**src/design/aecg_pkg.sv**
```systemverilog
// Package for the argmax error counter: widths, limits, register indexes,
// payload structs and the row position struct shared by the modules.
// No dependencies.
package aecg_pkg;

    localparam int SCORE_W = 16;
    localparam int GRAD_W  = SCORE_W + 1;
    localparam int CLASS_W = 10;
    localparam int CFG_W   = 11;
    localparam int IDX_W   = 2;

    localparam logic [CFG_W-1:0] MAX_ROW_LENGTH = 11'd1024;
    localparam logic [CFG_W-1:0] MAX_BATCH_ROWS = 11'd1024;
    localparam logic [CFG_W-1:0] COUNT_MAX      = 11'h7FF;

    localparam logic [IDX_W-1:0] REG_ROW_LENGTH = 2'd0;
    localparam logic [IDX_W-1:0] REG_BATCH_ROWS = 2'd1;

    typedef struct packed {
        logic signed [SCORE_W-1:0] output_score;
        logic signed [SCORE_W-1:0] target_score;
    } t_in_item;

    typedef struct packed {
        logic signed [GRAD_W-1:0] gradient;
        logic                     last_of_row;
        logic [CLASS_W-1:0]       predicted_class;
        logic [CLASS_W-1:0]       target_class;
        logic                     row_correct;
        logic [CFG_W-1:0]         error_count;
        logic                     last_of_batch;
    } t_out_item;

    // Row position for the item now in the compute stage.
    typedef struct packed {
        logic               first;
        logic               row_end;
        logic               batch_end;
        logic [CLASS_W-1:0] elem_idx;
        logic [CFG_W-1:0]   count;
    } t_pos;

    // Map a zero length to one and clip at the maximum.
    function automatic logic [CFG_W-1:0] clamp_len(input logic [CFG_W-1:0] v,
                                                   input logic [CFG_W-1:0] maxv);
        logic [CFG_W-1:0] r;
        if (v == '0) begin
            r = {{(CFG_W-1){1'b0}}, 1'b1};
        end else if (v > maxv) begin
            r = maxv;
        end else begin
            r = v;
        end
        return r;
    endfunction

endpackage

```
**src/design/argmax_error_count_with_gradient.sv**
```systemverilog
// Argmax classification error counter with gradient output.
// An accepted item goes into the input register and then into the result register that drives o_out.
// Throughput: one item per cycle; on a result stall the input register takes one
// more item, then o_in_ready drops until the result is taken.
// Reset (synchronous, active low): empties both stages, clears counters and
// argmax state, sets row_length and batch_rows to 1024.
module argmax_error_count_with_gradient (
    input  logic                           i_clk,
    input  logic                           i_rst_n,
    // item input channel
    input  logic                           i_in_valid,
    output logic                           o_in_ready,
    input  aecg_pkg::t_in_item             i_in,
    // result channel
    output logic                           o_out_valid,
    input  logic                           i_out_ready,
    output aecg_pkg::t_out_item            o_out,
    // configuration write port
    input  logic                           i_cfg_we,
    input  logic [aecg_pkg::IDX_W-1:0]     i_cfg_index,
    input  logic [aecg_pkg::CFG_W-1:0]     i_cfg_data
);

    // Configuration registers.
    logic [aecg_pkg::CFG_W-1:0] r_row_length;
    logic [aecg_pkg::CFG_W-1:0] r_batch_rows;

    always_ff @(posedge i_clk) begin
        if (!i_rst_n) begin
            r_row_length <= aecg_pkg::MAX_ROW_LENGTH;
            r_batch_rows <= aecg_pkg::MAX_BATCH_ROWS;
        end else if (i_cfg_we) begin
            case (i_cfg_index)
                aecg_pkg::REG_ROW_LENGTH: r_row_length <= i_cfg_data;
                aecg_pkg::REG_BATCH_ROWS: r_batch_rows <= i_cfg_data;
                default: ; // drop writes to unknown indexes
            endcase
        end
    end

    // Input stage: holds the accepted item until the result register frees up.
    logic                 r_in_valid;
    aecg_pkg::t_in_item   r_in;
    logic                 r_out_valid;
    aecg_pkg::t_out_item  r_out, n_out;
    logic                 advance;

    // Move the item forward when the result register is empty or being drained.
    assign advance    = r_in_valid && (!r_out_valid || i_out_ready);
    assign o_in_ready = !r_in_valid || advance;

    always_ff @(posedge i_clk) begin
        if (!i_rst_n) begin
            r_in_valid <= 1'b0;
        end else if (o_in_ready) begin
            r_in_valid <= i_in_valid;
        end
    end

    always_ff @(posedge i_clk) begin
        if (o_in_ready && i_in_valid) begin
            r_in <= i_in;
        end
    end

    // Compute stage: row position, two argmax trackers, gradient.
    aecg_pkg::t_pos               pos;
    logic [aecg_pkg::CLASS_W-1:0] pred_idx, targ_idx;
    logic                         correct;

    assign correct = (pred_idx == targ_idx);

    aecg_rowctl u_rowctl (
        .i_clk        (i_clk),
        .i_rst_n      (i_rst_n),
        .i_advance    (advance),
        .i_row_length (r_row_length),
        .i_batch_rows (r_batch_rows),
        .i_correct    (correct),
        .o_pos        (pos)
    );

    aecg_argmax u_argmax_out (
        .i_clk      (i_clk),
        .i_rst_n    (i_rst_n),
        .i_advance  (advance),
        .i_first    (pos.first),
        .i_elem_idx (pos.elem_idx),
        .i_score    (r_in.output_score),
        .o_best_idx (pred_idx)
    );

    aecg_argmax u_argmax_tgt (
        .i_clk      (i_clk),
        .i_rst_n    (i_rst_n),
        .i_advance  (advance),
        .i_first    (pos.first),
        .i_elem_idx (pos.elem_idx),
        .i_score    (r_in.target_score),
        .o_best_idx (targ_idx)
    );

    always_comb begin
        n_out.gradient        = {r_in.target_score[aecg_pkg::SCORE_W-1], r_in.target_score}
                              - {r_in.output_score[aecg_pkg::SCORE_W-1], r_in.output_score};
        n_out.last_of_row     = pos.row_end;
        n_out.predicted_class = pos.row_end ? pred_idx : '0;
        n_out.target_class    = pos.row_end ? targ_idx : '0;
        n_out.row_correct     = pos.row_end && correct;
        n_out.error_count     = pos.count;
        n_out.last_of_batch   = pos.batch_end;
    end

    // Result register: hold until taken.
    always_ff @(posedge i_clk) begin
        if (!i_rst_n) begin
            r_out_valid <= 1'b0;
        end else if (advance) begin
            r_out_valid <= 1'b1;
        end else if (i_out_ready) begin
            r_out_valid <= 1'b0;
        end
    end

    always_ff @(posedge i_clk) begin
        if (advance) begin
            r_out <= n_out;
        end
    end

    assign o_out_valid = r_out_valid;
    assign o_out       = r_out;

`ifndef NO_ASSERTIONS
    // A batch ends only at a row end.
    a_batch_in_row: assert property (@(posedge i_clk) disable iff (!i_rst_n)
        o_out_valid |-> (!o_out.last_of_batch || o_out.last_of_row))
        else $error("last_of_batch without last_of_row");

    // Row results are zero away from a row end.
    a_row_fields: assert property (@(posedge i_clk) disable iff (!i_rst_n)
        (o_out_valid && !o_out.last_of_row) |->
        (!o_out.row_correct && o_out.predicted_class == '0 && o_out.target_class == '0))
        else $error("row result fields set mid row");

    // A stalled item stays in the input register unchanged.
    a_in_hold: assert property (@(posedge i_clk) disable iff (!i_rst_n)
        (r_in_valid && !advance) |=> (r_in_valid && $stable(r_in)))
        else $error("input stage lost a stalled item");

    // Every forwarded item shows up as a valid result.
    a_advance_out: assert property (@(posedge i_clk) disable iff (!i_rst_n)
        advance |=> o_out_valid)
        else $error("forwarded item missing from result register");
`endif

endmodule

```
**src/design/aecg_argmax.sv**
```systemverilog
// Running argmax of one score vector; the first maximum wins on ties.
// Depends on aecg_pkg.
module aecg_argmax (
    input  logic                              i_clk,
    input  logic                              i_rst_n,
    input  logic                              i_advance,
    input  logic                              i_first,
    input  logic [aecg_pkg::CLASS_W-1:0]      i_elem_idx,
    input  logic signed [aecg_pkg::SCORE_W-1:0] i_score,
    output logic [aecg_pkg::CLASS_W-1:0]      o_best_idx
);

    logic signed [aecg_pkg::SCORE_W-1:0] r_best, n_best;
    logic [aecg_pkg::CLASS_W-1:0]        r_idx, n_idx;

    always_comb begin
        n_best = r_best;
        n_idx  = r_idx;
        if (i_first) begin
            n_best = i_score;
            n_idx  = '0;
        end else if (i_score > r_best) begin
            n_best = i_score;
            n_idx  = i_elem_idx;
        end
    end

    assign o_best_idx = n_idx;

    always_ff @(posedge i_clk) begin
        if (!i_rst_n) begin
            r_best <= '0;
            r_idx  <= '0;
        end else if (i_advance) begin
            r_best <= n_best;
            r_idx  <= n_idx;
        end
    end

endmodule

```
**src/design/aecg_rowctl.sv**
```systemverilog
// Element, row and mismatch counters with row and batch end detection.
// Depends on aecg_pkg.
module aecg_rowctl (
    input  logic                          i_clk,
    input  logic                          i_rst_n,
    input  logic                          i_advance,
    input  logic [aecg_pkg::CFG_W-1:0]    i_row_length,
    input  logic [aecg_pkg::CFG_W-1:0]    i_batch_rows,
    input  logic                          i_correct,
    output aecg_pkg::t_pos                o_pos
);

    logic [aecg_pkg::CLASS_W-1:0] r_elem;
    logic [aecg_pkg::CLASS_W-1:0] r_row;
    logic [aecg_pkg::CFG_W-1:0]   r_cnt;

    logic [aecg_pkg::CFG_W-1:0] len, rows, elem_next, row_next, cnt_out;
    logic                       row_end, batch_end;

    always_comb begin
        len       = aecg_pkg::clamp_len(i_row_length, aecg_pkg::MAX_ROW_LENGTH);
        rows      = aecg_pkg::clamp_len(i_batch_rows, aecg_pkg::MAX_BATCH_ROWS);
        elem_next = {1'b0, r_elem} + 1'b1;
        row_next  = {1'b0, r_row} + 1'b1;
        row_end   = (elem_next >= len);
        batch_end = row_end && (row_next >= rows);
        cnt_out   = r_cnt;
        if (row_end && !i_correct && (r_cnt != aecg_pkg::COUNT_MAX)) begin
            cnt_out = r_cnt + 1'b1;
        end
    end

    assign o_pos.first     = (r_elem == '0);
    assign o_pos.row_end   = row_end;
    assign o_pos.batch_end = batch_end;
    assign o_pos.elem_idx  = r_elem;
    assign o_pos.count     = cnt_out;

    always_ff @(posedge i_clk) begin
        if (!i_rst_n) begin
            r_elem <= '0;
            r_row  <= '0;
            r_cnt  <= '0;
        end else if (i_advance) begin
            if (row_end) begin
                r_elem <= '0;
                if (batch_end) begin
                    r_row <= '0;
                    r_cnt <= '0;
                end else begin
                    r_row <= row_next[aecg_pkg::CLASS_W-1:0];
                    r_cnt <= cnt_out;
                end
            end else begin
                r_elem <= elem_next[aecg_pkg::CLASS_W-1:0];
            end
        end
    end

endmodule

```
**config.mk**
```make
export PLATFORM = sky130hd
export DESIGN_NAME = argmax_error_count_with_gradient
export DESIGN_NICKNAME = d
export VERILOG_FILES = /design/src/design/aecg_pkg.sv /design/src/design/argmax_error_count_with_gradient.sv /design/src/design/aecg_argmax.sv /design/src/design/aecg_rowctl.sv
export SDC_FILE = /design/constraint.sdc
export NUM_CORES = 1
export LEC_CHECK = 0
export ABC_AREA = 1
export BUFFER_PORTS_ARGS = -buffer_cell sky130_fd_sc_hd__buf_4
export CAP_MARGIN = 20
export CORE_AREA = 5 5 171 173
export DETAILED_ROUTE_END_ITERATION = 6
export DIE_AREA = 0 0 176 178
export GPL_ROUTABILITY_DRIVEN = 1
export GPL_TIMING_DRIVEN = 1
export SYNTH_ARGS = -nofsm -noshare
export SYNTH_HDL_FRONTEND = slang
export SYNTH_SLANG_ARGS = --single-unit
```
**constraint.sdc**
```tcl
create_clock -name i_clk -period 3.9 [get_ports i_clk]
set_input_delay 0.39 -clock i_clk [delete_from_list [all_inputs] [get_ports i_clk]]
set_output_delay 0.39 -clock i_clk [all_outputs]
set_load 0.1 [all_outputs]
```
Word level (Yosys, flattened, before mapping)
Index checks and enable logic that the tools add are counted.
{ "op_classes": {"add_sub_neg": 4, "n_lt_le_gt_ge": 6, "eq_ne": 3, "n_mux": 18, "n_reduce_logical": 23} }
{ "ops": {"columns": ["operator", "count"], "rows": [
  ["two-way mux 11 bit", 6],
  ["two-way mux 16 bit", 4],
  ["two-way mux 10 bit", 6],
  ["> comparator 16 bit", 2],
  ["adder 10 x 1 -> 11 bit, second input constant", 2],
  [">= comparator 11 bit", 2],
  ["> comparator 11 bit, second input constant", 2],
  ["zero test 11 bit", 2],
  ["subtractor 16 x 16 -> 17 bit", 1],
  ["adder 11 x 1 -> 11 bit, second input constant", 1],
  ["inequality test 11 bit, second input constant", 1],
  ["== test 10 bit", 1],
  ["zero test 10 bit", 1],
  ["AND reduction 2 bit", 5],
  ["logical AND 1 bit", 6],
  ["nonzero test 2 bit", 3],
  ["zero test 1 bit", 3],
  ["== test 2 x 1 -> 1 bit, second input constant", 1],
  ["zero test 2 bit", 1],
  ["logical OR 1 bit", 2],
  ["two-way mux 1 bit", 2]
]} }
{ "totals": {"regBits": 190, "in_bits": 50, "output_inout_bits": 53, "word_cells": 74} }

Longest topological paths before layout
Gate-level depths: netlist (run 1).
{ "depth": {"word_depth": 9, "mapped_depth": 28, "mapped_depth_nobuf": 27} }

Modules after synthesis
A second synthesis (run 1) with hierarchy kept.
{ "hier_totals": {"cells_unflattened": 1408, "hier_area_um2": 10764.1} }
{ "modules_own_cells": {"columns": ["module", "n_inst", "cells_per_inst", "area_each_um2", "seq_area_each_um2"], "rows": [
  ["argmax_error_count_with_gradient", 1, 478, 4713.3, 2972.9],
  ["aecg_argmax", 2, 260, 1676.6, 520.5],
  ["aecg_rowctl", 1, 410, 2697.6, 620.6]
]} }

Worst setup path before layout (run 1)
OpenSTA, ideal clock, no wires.
{ "synth_timing": {"path_kind": "reg2reg", "start": "register r_out_valid (netlist: o_out_valid)", "end": "register r_out (netlist bit o_out[0]) (enable)", "setup_ns": 0.435, "arrival_time_ns": 2.683, "t_required_ns": 3.465, "setup_slack_ns": 0.782, "stages_incl_launch_ff": 5, "path_buffers": 1, "period_less_slack_ns": 3.118, "path_cell_list": "dfxtp_1 nand2_1 nand2_1 clkinv_1 clkbuf_1"} }
{ "synth_between": {"elab_chain_cells": 3} }
{ "synth_lines": {"columns": ["item", "line", "source"], "rows": [
  ["from (decl)", "argmax_error_count_with_gradient.sv:44", "logic r_out_valid;"],
  ["from (signal assigned)", "argmax_error_count_with_gradient.sv:117", "r_out_valid <= 1'b0;"],
  ["from (signal assigned)", "argmax_error_count_with_gradient.sv:119", "r_out_valid <= 1'b1;"],
  ["from (signal assigned)", "argmax_error_count_with_gradient.sv:121", "r_out_valid <= 1'b0;"],
  ["zero test 1 bit", "argmax_error_count_with_gradient.sv:49", "assign advance = r_in_valid && (!r_out_valid || i_out_ready);"],
  ["logical OR 1 bit", "argmax_error_count_with_gradient.sv:49", null],
  ["logical AND 1 bit", "argmax_error_count_with_gradient.sv:49", null],
  ["named net advance", "argmax_error_count_with_gradient.sv:46", "logic advance;"],
  ["to (signal assigned)", "argmax_error_count_with_gradient.sv:127", "r_out <= n_out;"],
  ["to (decl)", "argmax_error_count_with_gradient.sv:45", "aecg_pkg::t_out_item r_out, n_out;"]
]} }
The timed path passes the listed nets, and every way through them passes these cells.
A chain may end at the register's enable or synchronous reset.

==> results.py, run 1 <==
metrics = {
    "outcome": {
        "status": "completed",
    },
    "logic_synthesis": {
        "synth_mux_area_share_pct": 0,
        "ys.flop_type": "dfxtp_1",
        "synthSimpleGateAreaFrac_pct": 20.1,
        "synth_nets": 1313,
        "synthCells": 1188,
        "synth-edff-count": 83,
        "avgSynthCellArea_um2": 8.38,
        "yosysWarnings": 0,
        "synth_compound_area_share_pct": 12.5,
        "synthAdderAreaFrac_pct": 9.50,
        "synth_top_family_by_area": "simple AND/OR/NAND/NOR gates",
        "synth_cell_types": 49,
        "synthArstFlopShare_pct": 0,
        "syn_area_um2": 9960,
        "ys_seq_area_share_pct": 46.6,
        "ys_ff_latch": 190,
        "synth-xor-area-share_pct": 3.08,
    },
    "power_and_ir_drop": {
        "power_density_nw_per_um2": 436,
        "leakagePower_nw": 5.04,
        "power_mw": 5.06,
        "ir_drop_uv": 216,
    },
    "die": {
        "fp.dieH_um": 178,
        "dieWidth_um": 176,
        "core_area_um2": 27500,
        "initial_core_util_pct": 36.2,
        "row_count": 61,
        "die-area_um2": 31300,
        "pin_count": 103,
    },
    "cts": {
        "post_cts_buffers": 0,
        "cts_tree": "built",
        "cts_root_buf": "clkbuf_16",
        "clkTransAtPathRegs_ps": 70,
        "clock-sinks": 190,
        "cts_hold_repair.buffers": 0,
        "cts_buffer_depth": 2,
        "clock_latency_ps": 430,
        "cts_inserted_buffers": 17,
        "ctsResizeCount": 0,
        "ctsHtreeMaxLevel": 4,
    },
    "setup_path": {
        "start_kind": "register",
        "cp_top_family": "simple AND/OR/NAND/NOR gates",
        "critPathMaxFanout": 23,
        "path_common_cell": "nand2_1",
        "slowest_delay_ps": 440,
        "path_buf_inv": 0,
        "worstPathRequired_ps": 4060,
        "path_class": "register to register",
        "cpMaxStageDelayCell": "edfxtp_1",
        "crit_chain": "ha_1 > nand2_2 > nor3_2 > nand3_1 > nand3_4 > nand2_1 > nand2_1 > nand2_1 > nand2_1 > nand3_1 > nor2_2 > nand3_4 > nand3_4 > nor2_1 > nand2_1 > nand2_1",
        "reg2regPathDepth": 16,
        "crit_cells": 16,
        "worstSetupEndpointType": "register",
        "r2r_end": "o_out[5]$_DFFE_PP_",
        "reg2reg_from": "r_in[15]$_DFFE_PP_",
        "reg2reg_slack_ps": 480,
        "arrival_ps": 3580,
    },
    "global_route": {
        "use_met1_pct": 21.2,
        "grtUsageMet3_pct": 3.20,
        "grt_use_met2_pct": 24.0,
        "grt_max_degree": 77,
        "grt.overflow.total": 0,
        "busiest_layer": "met2",
        "first_global_vias": 7789,
        "antenna_found_initial": 0,
        "grt_pass1_wl_um": 38400,
        "grtUsageTotal_pct": 15.1,
    },
    "sta": {
        "hold_violations": 0,
        "post-route-min-period_ps": 3420,
        "worst_slew_pin_slew_ps": 908,
        "max_freq_mhz": 292,
        "slew_viol_final": 0,
        "slew-limit-headroom_pct": 39.3,
        "rsz0062_at_grt": "no",
        "fin_skew_ps": 12.1,
        "finalCritPeriodShare_pct": 87.7,
        "tns_ps": 0,
        "setup_viol": 0,
    },
    "final_layout": {
        "fin_nets": 1398,
        "syn_to_final_growth_pct": 16.6,
        "ff_latch_area_um2": 4630,
        "finish.utilization_pct": 42.3,
        "diodes": 0,
        "final.fill_count": 2726,
        "multi_input_area_um2": 4500,
        "stdcell_count": 1632,
        "drive_above_1_share_pct": 13.2,
    },
    "drt": {
        "avgRoutedWirePerCell_um": 14.1,
        "via_per_inst": 4.87,
        "num_vias": 7953,
        "drt_iter0_markers": 571,
        "dr.pass1.iters": 5,
        "final_antenna_net_count": 0,
        "wl_um": 23100,
        "drc": 0,
    },
    "worst_hold_path": {
        "holdCritPathClass": "input port to register",
        "min_from": "i_in[25]",
        "hold_end": "r_in[25]$_DFFE_PP_",
        "hold_depth": 1,
    },
    "place": {
        "portBuffers": 102,
        "gp_congestion": 0.846,
        "dp.cells": 1600,
        "dp_hpwl_um": 16700,
    },
    "run": {
        "drv_cap": 0,
    },
}
[power by group]
part           total (mW)  internal, mW  switching [mW]
combinational       0.969         0.280           0.689
clock                1.84          1.09           0.754
sequential           2.25          2.20          0.0541
[how the worst max path moves through the flow]
stage,start,end,slack [ps]
final,r_in[15]$_DFFE_PP_,o_out[5]$_DFFE_PP_,480
after global routing,r_in[23]$_DFFE_PP_,o_out[2]$_DFFE_PP_,140
after CTS,r_in[15]$_DFFE_PP_,o_out[5]$_DFFE_PP_,480
after detailed placement,r_in[15]$_DFFE_PP_,o_out[1]$_DFFE_PP_,530
after global placement,r_in[15]$_DFFE_PP_,o_out[1]$_DFFE_PP_,530
after floorplan,o_out_valid$_SDFFE_PN0P_,o_out[0]$_DFFE_PP_,780
[kinds of logic after synthesis]
group | after synthesis
simple gates | 453
fa+ha+maj | 75
buf+inv | 203
flops | 190
compound gates | 232
xor+xnor | 35
[stage by stage]
step | setup slack, ps | cell area (um^2) | hold slack (ps)
floorplan | 782 | 9960 | 426
global placement | 531 | 11000 | 440
detailed placement | 526 | 11000 | 445
CTS | 482 | 11600 | 115
global route | 136 | 11600 | 112
finish | 478 | 11600 | 131
[layout by cell type (no fill, tap or decap), types with 3 or more instances in the layout]
| cell | n |
|---|---|
| inv_1 | 153 |
| clkbuf_1 | 3 |
| xor2_1 | 30 |
| dfxtp_1 | 107 |
| clkbuf_16 | 17 |
| nor2_2 | 3 |
| clkinv_2 | 3 |
| a21oi_1 | 108 |
| o21ai_1 | 4 |
| inv_2 | 3 |
| buf_4 | 110 |
| nand4_1 | 28 |
| xnor2_1 | 5 |
| o211ai_1 | 5 |
| nand2_2 | 7 |
| ha_1 | 74 |
| o21ai_2 | 4 |
| o21ai_0 | 95 |
| nor2_1 | 101 |
| nor3_1 | 6 |
| nand3_1 | 62 |
| nand2_1 | 222 |
| nor4_1 | 7 |
| bufinv_16 | 4 |
| nand3_4 | 3 |
| edfxtp_1 | 83 |
[per-layer routing]
layer | up-vias | wire (um)
met5 | - | 0
met3 | 15 | 1170
met2 | 189 | 10300
met1 | 3615 | 11400
met4 | 0 | 242
li1 | 4134 | -
[sequential cells by signal, summed over array words and instances, names as in the netlist, 11 cells and up]
signal               count
r_batch_rows            11
o_out                   51
u_argmax_tgt.r_best     16
u_rowctl.r_cnt          11
r_in                    32
u_argmax_out.r_best     16
r_row_length            11
[synthesized netlist by cell type, types with 2 or more instances]
cell type  number  area (um^2)
a21oi_1       108          541
or2_2           2         12.5
o21ai_1         4         20.0
inv_1         153          574
ha_1           74          926
o21a_1          2         15.0
a32o_1          2         20.0
buf_2           4         20.0
nor4_1          7         43.8
a21o_1          2         15.0
nor2_4          2         22.5
and2_1          2         12.5
buf_4           2         15.0
nand2_2         7         43.8
a211oi_1        2         15.0
buf_1           2         7.51
nand3_4         3         52.6
xor2_1         30          263
o211ai_1        5         37.5
o21ai_2         4         35.0
nand4_1        28          175
edfxtp_1       83         2490
nor3_1          6         30.0
inv_2           3         11.3
nor2_2          3         18.8
clkinv_1        2         7.51
dfxtp_1       107         2140
nand3_1        62          310
o21ai_0        95          475
xnor2_1         5         43.8
nand2_1       222          833
buf_6           6         67.6
nor3_2          2         20.0
nand3b_1        2         15.0
nor2_1        101          379
nand3_2         2         20.0
clkbuf_1       30          113
[area by class of cell]
type	instances	share of cell area, %
flip-flops and latches	190	39.9
multi-input cells	795	38.8
repair buffers	110	7.11
inverters	159	5.17
clock buffers	21	3.88
well taps	346	3.73
clock inverters	11	1.43
Power figures use the tool's default switching activity.
==> run 2: changes to the inputs <==
--- a/config.mk
+++ b/config.mk
@@ -13,6 +13,7 @@
 export DIE_AREA = 0 0 176 178
 export GPL_ROUTABILITY_DRIVEN = 1
 export GPL_TIMING_DRIVEN = 1
+export RECOVER_POWER = 25
 export SYNTH_ARGS = -nofsm -noshare
 export SYNTH_HDL_FRONTEND = slang
 export SYNTH_SLANG_ARGS = --single-unit
==> run 2 against run 1 <==
  * The run now ends with capacitance limit, slew limit left
  * Power is 0.23% lower
  * Clock-buffer cell count unchanged
  * Sequential power about the same
  * Clock power hardly changed
  * Setup slack gained 1.6 ps
  * Sequential cell count unchanged
  * Final cell count unchanged
  * Combinational power fell by 1%
  * Non-clock buffer count stayed put
  * Critical endpoint unchanged
  * Largest power group unchanged
==> results.py, run 2 (synthesis results as in run 1) <==
metrics = {
    "outcome": {
        "status": "complete, but fails checks",
        "violations": "capacitance limit, slew limit",
    },
    "place": {
        "dp.cells": 1600,
        "dp_hpwl_um": 16700,
        "dpl_worst_slack_ps": 526,
        "portBuffers": 102,
        "gp_congestion": 0.846,
    },
    "setup_path": {
        "path_common_cell": "nand2_1",
        "crit_chain": "ha_1 > nand2_2 > nor3_2 > nand3_1 > nand3_4 > nand2_1 > nand2_1 > nand2_1 > nand2_1 > nand3_1 > nor2_2 > nand3_4 > nand3_4 > nor2_1 > nand2_1 > nand2_1",
        "critPathMaxFanout": 23,
        "reg2regPathDepth": 16,
        "worstSetupEndpointType": "register",
        "worstPathRequired_ps": 4060,
        "cpMaxStageDelayCell": "edfxtp_1",
        "start_kind": "register",
        "slowest_delay_ps": 440,
        "arrival_ps": 3580,
        "path_class": "register to register",
    },
    "power_and_ir_drop": {
        "p_int_mw": 3.56,
        "switching_share_pct": 29.6,
        "power.switching_mw": 1.50,
        "power_frac_comb_pct": 18.9,
        "p_seq_share_pct": 44.6,
        "ir_drop_uv": 215,
        "power_density_nw_per_um2": 439,
        "leakagePower_nw": 4.94,
        "pwr-share-clk_pct": 36.5,
    },
    "drt": {
        "num_vias": 7959,
        "wl_um": 23000,
        "drc": 0,
        "dr.pass1.iters": 5,
        "avgRoutedWirePerCell_um": 14.1,
        "final_antenna_net_count": 0,
        "drt_iter0_markers": 598,
        "via_per_inst": 4.88,
    },
    "cts": {
        "post_cts_buffers": 0,
        "cts_tree": "built",
        "clkTransAtPathRegs_ps": 70,
        "cts_inserted_buffers": 17,
        "clock-sinks": 190,
        "ctsResizeCount": 0,
        "cts_buffer_depth": 2,
        "cts_hold_repair.buffers": 0,
        "cts_root_buf": "clkbuf_16",
        "clock_latency_ps": 430,
        "ctsHtreeMaxLevel": 4,
    },
    "sta": {
        "tns_ps": 0,
        "finalWorstSetupSlack_ps": 480,
        "setup_viol": 0,
        "slew_viol_final": 110,
        "fin_skew_ps": 9.78,
        "hold_violations": 0,
        "post-route-min-period_ps": 3420,
        "slew-limit-headroom_pct": -97.7,
        "finalCritPeriodShare_pct": 87.7,
        "worst_slew_pin_slew_ps": 2970,
        "rsz0062_at_grt": "no",
        "max_freq_mhz": 292,
    },
    "global_route": {
        "antenna_found_initial": 0,
        "grtUsageTotal_pct": 15.1,
        "grt_max_degree": 77,
        "grt_pass1_wl_um": 38400,
        "first_global_vias": 7789,
        "grt.overflow.total": 0,
    },
    "final_layout": {
        "syn_to_final_growth_pct": 15.7,
        "drive_above_1_share_pct": 11.4,
        "ff_latch_area_um2": 4630,
        "fin_nets": 1398,
        "stdcell_count": 1632,
        "mostFrequentLayoutCell": "nand2_1",
        "diodes": 0,
        "multi_input_area_um2": 4500,
        "final.fill_count": 2742,
        "finish.utilization_pct": 41.9,
        "final_cell_mix": "nand2_1 (222), inv_1 (153), a21oi_1 (108), dfxtp_1 (107), nor2_1 (101)",
        "largest_reg_flops": 51,
    },
    "run": {
        "drv_cap": 2,
    },
    "die": {
        "dieWidth_um": 176,
        "row_count": 61,
        "pin_count": 103,
        "core_area_um2": 27500,
        "initial_core_util_pct": 36.2,
        "fp.dieH_um": 178,
        "die-area_um2": 31300,
    },
    "worst_hold_path": {
        "hold_depth": 1,
        "holdCritPathClass": "input port to register",
    },
}
==> run 2: changes by cell type in the layout (fill, tap and decap cells not counted), sizes merged <==
| cell | delta |
|---|---|
| buf | -53 |
| clkbuf | +53 |
==> run 2: worst paths after layout <==
path	start	endpoint	slack, ps
hold / removal	i_in[25]	r_in[25]$_DFFE_PP_	150
setup / recovery	r_in[15]$_DFFE_PP_	o_out[5]$_DFFE_PP_	480
setup reg to reg	r_in[15]$_DFFE_PP_	o_out[5]$_DFFE_PP_	480
hold reg to reg	u_argmax_tgt.r_best[0]$_SDFFE_PN0P_	u_argmax_tgt.r_best[0]$_SDFFE_PN0P_	450
==> run 2: power by group through the flow <==
stage / Clock (mW) / Sequential [mW] / Combinational (mW)
6_report: 1.84 / 2.25 / 0.957
5_1_grt: 1.96 / 2.26 / 1.07
4_1_cts: 1.89 / 2.25 / 0.974
3_5_place_dp: 0 / 2.30 / 0.969
3_3_place_gp: 0 / 2.29 / 0.959
2_1_floorplan: 0 / 2.52 / 0.530
==> run 2: per-stage QoR <==
step	power [mW]	cell area (um^2)	hold WS, ps
global route	5.29	11500	135
floorplan	3.05	9960	426
finish	5.05	11500	154
detailed placement	3.26	11000	445
global placement	3.25	11000	440
CTS	5.12	11600	115
==> run 2: final cells by class <==
cell class,count,share of cell area (%)
Clock buffer,21,3.91
Timing Repair Buffer,110,6.39
Sequential cell,190,40.2
Multi-Input combinational cell,795,39.1
Tap cell,346,3.76
Clock inverter,11,1.44
Inverter,159,5.21
==> run 2: layer usage <==
layer | part of all wire (%) | track usage, % | up-vias
met1 | 49 | 21.2 | 3614
met2 | 45 | 24.0 | 194
li1 | - | - | 4133
met4 | 1.1 | 3.48 | 0
met5 | 0 | 0 | -
met3 | 5.4 | 3.20 | 18
==> run 2: critical path, delay by kind of cell, from the launching register on <==
kind                       cells  cell delay [ps]
and+or+nand+nor               15             2310
DFF                            1              440
adders and majority gates      1              400
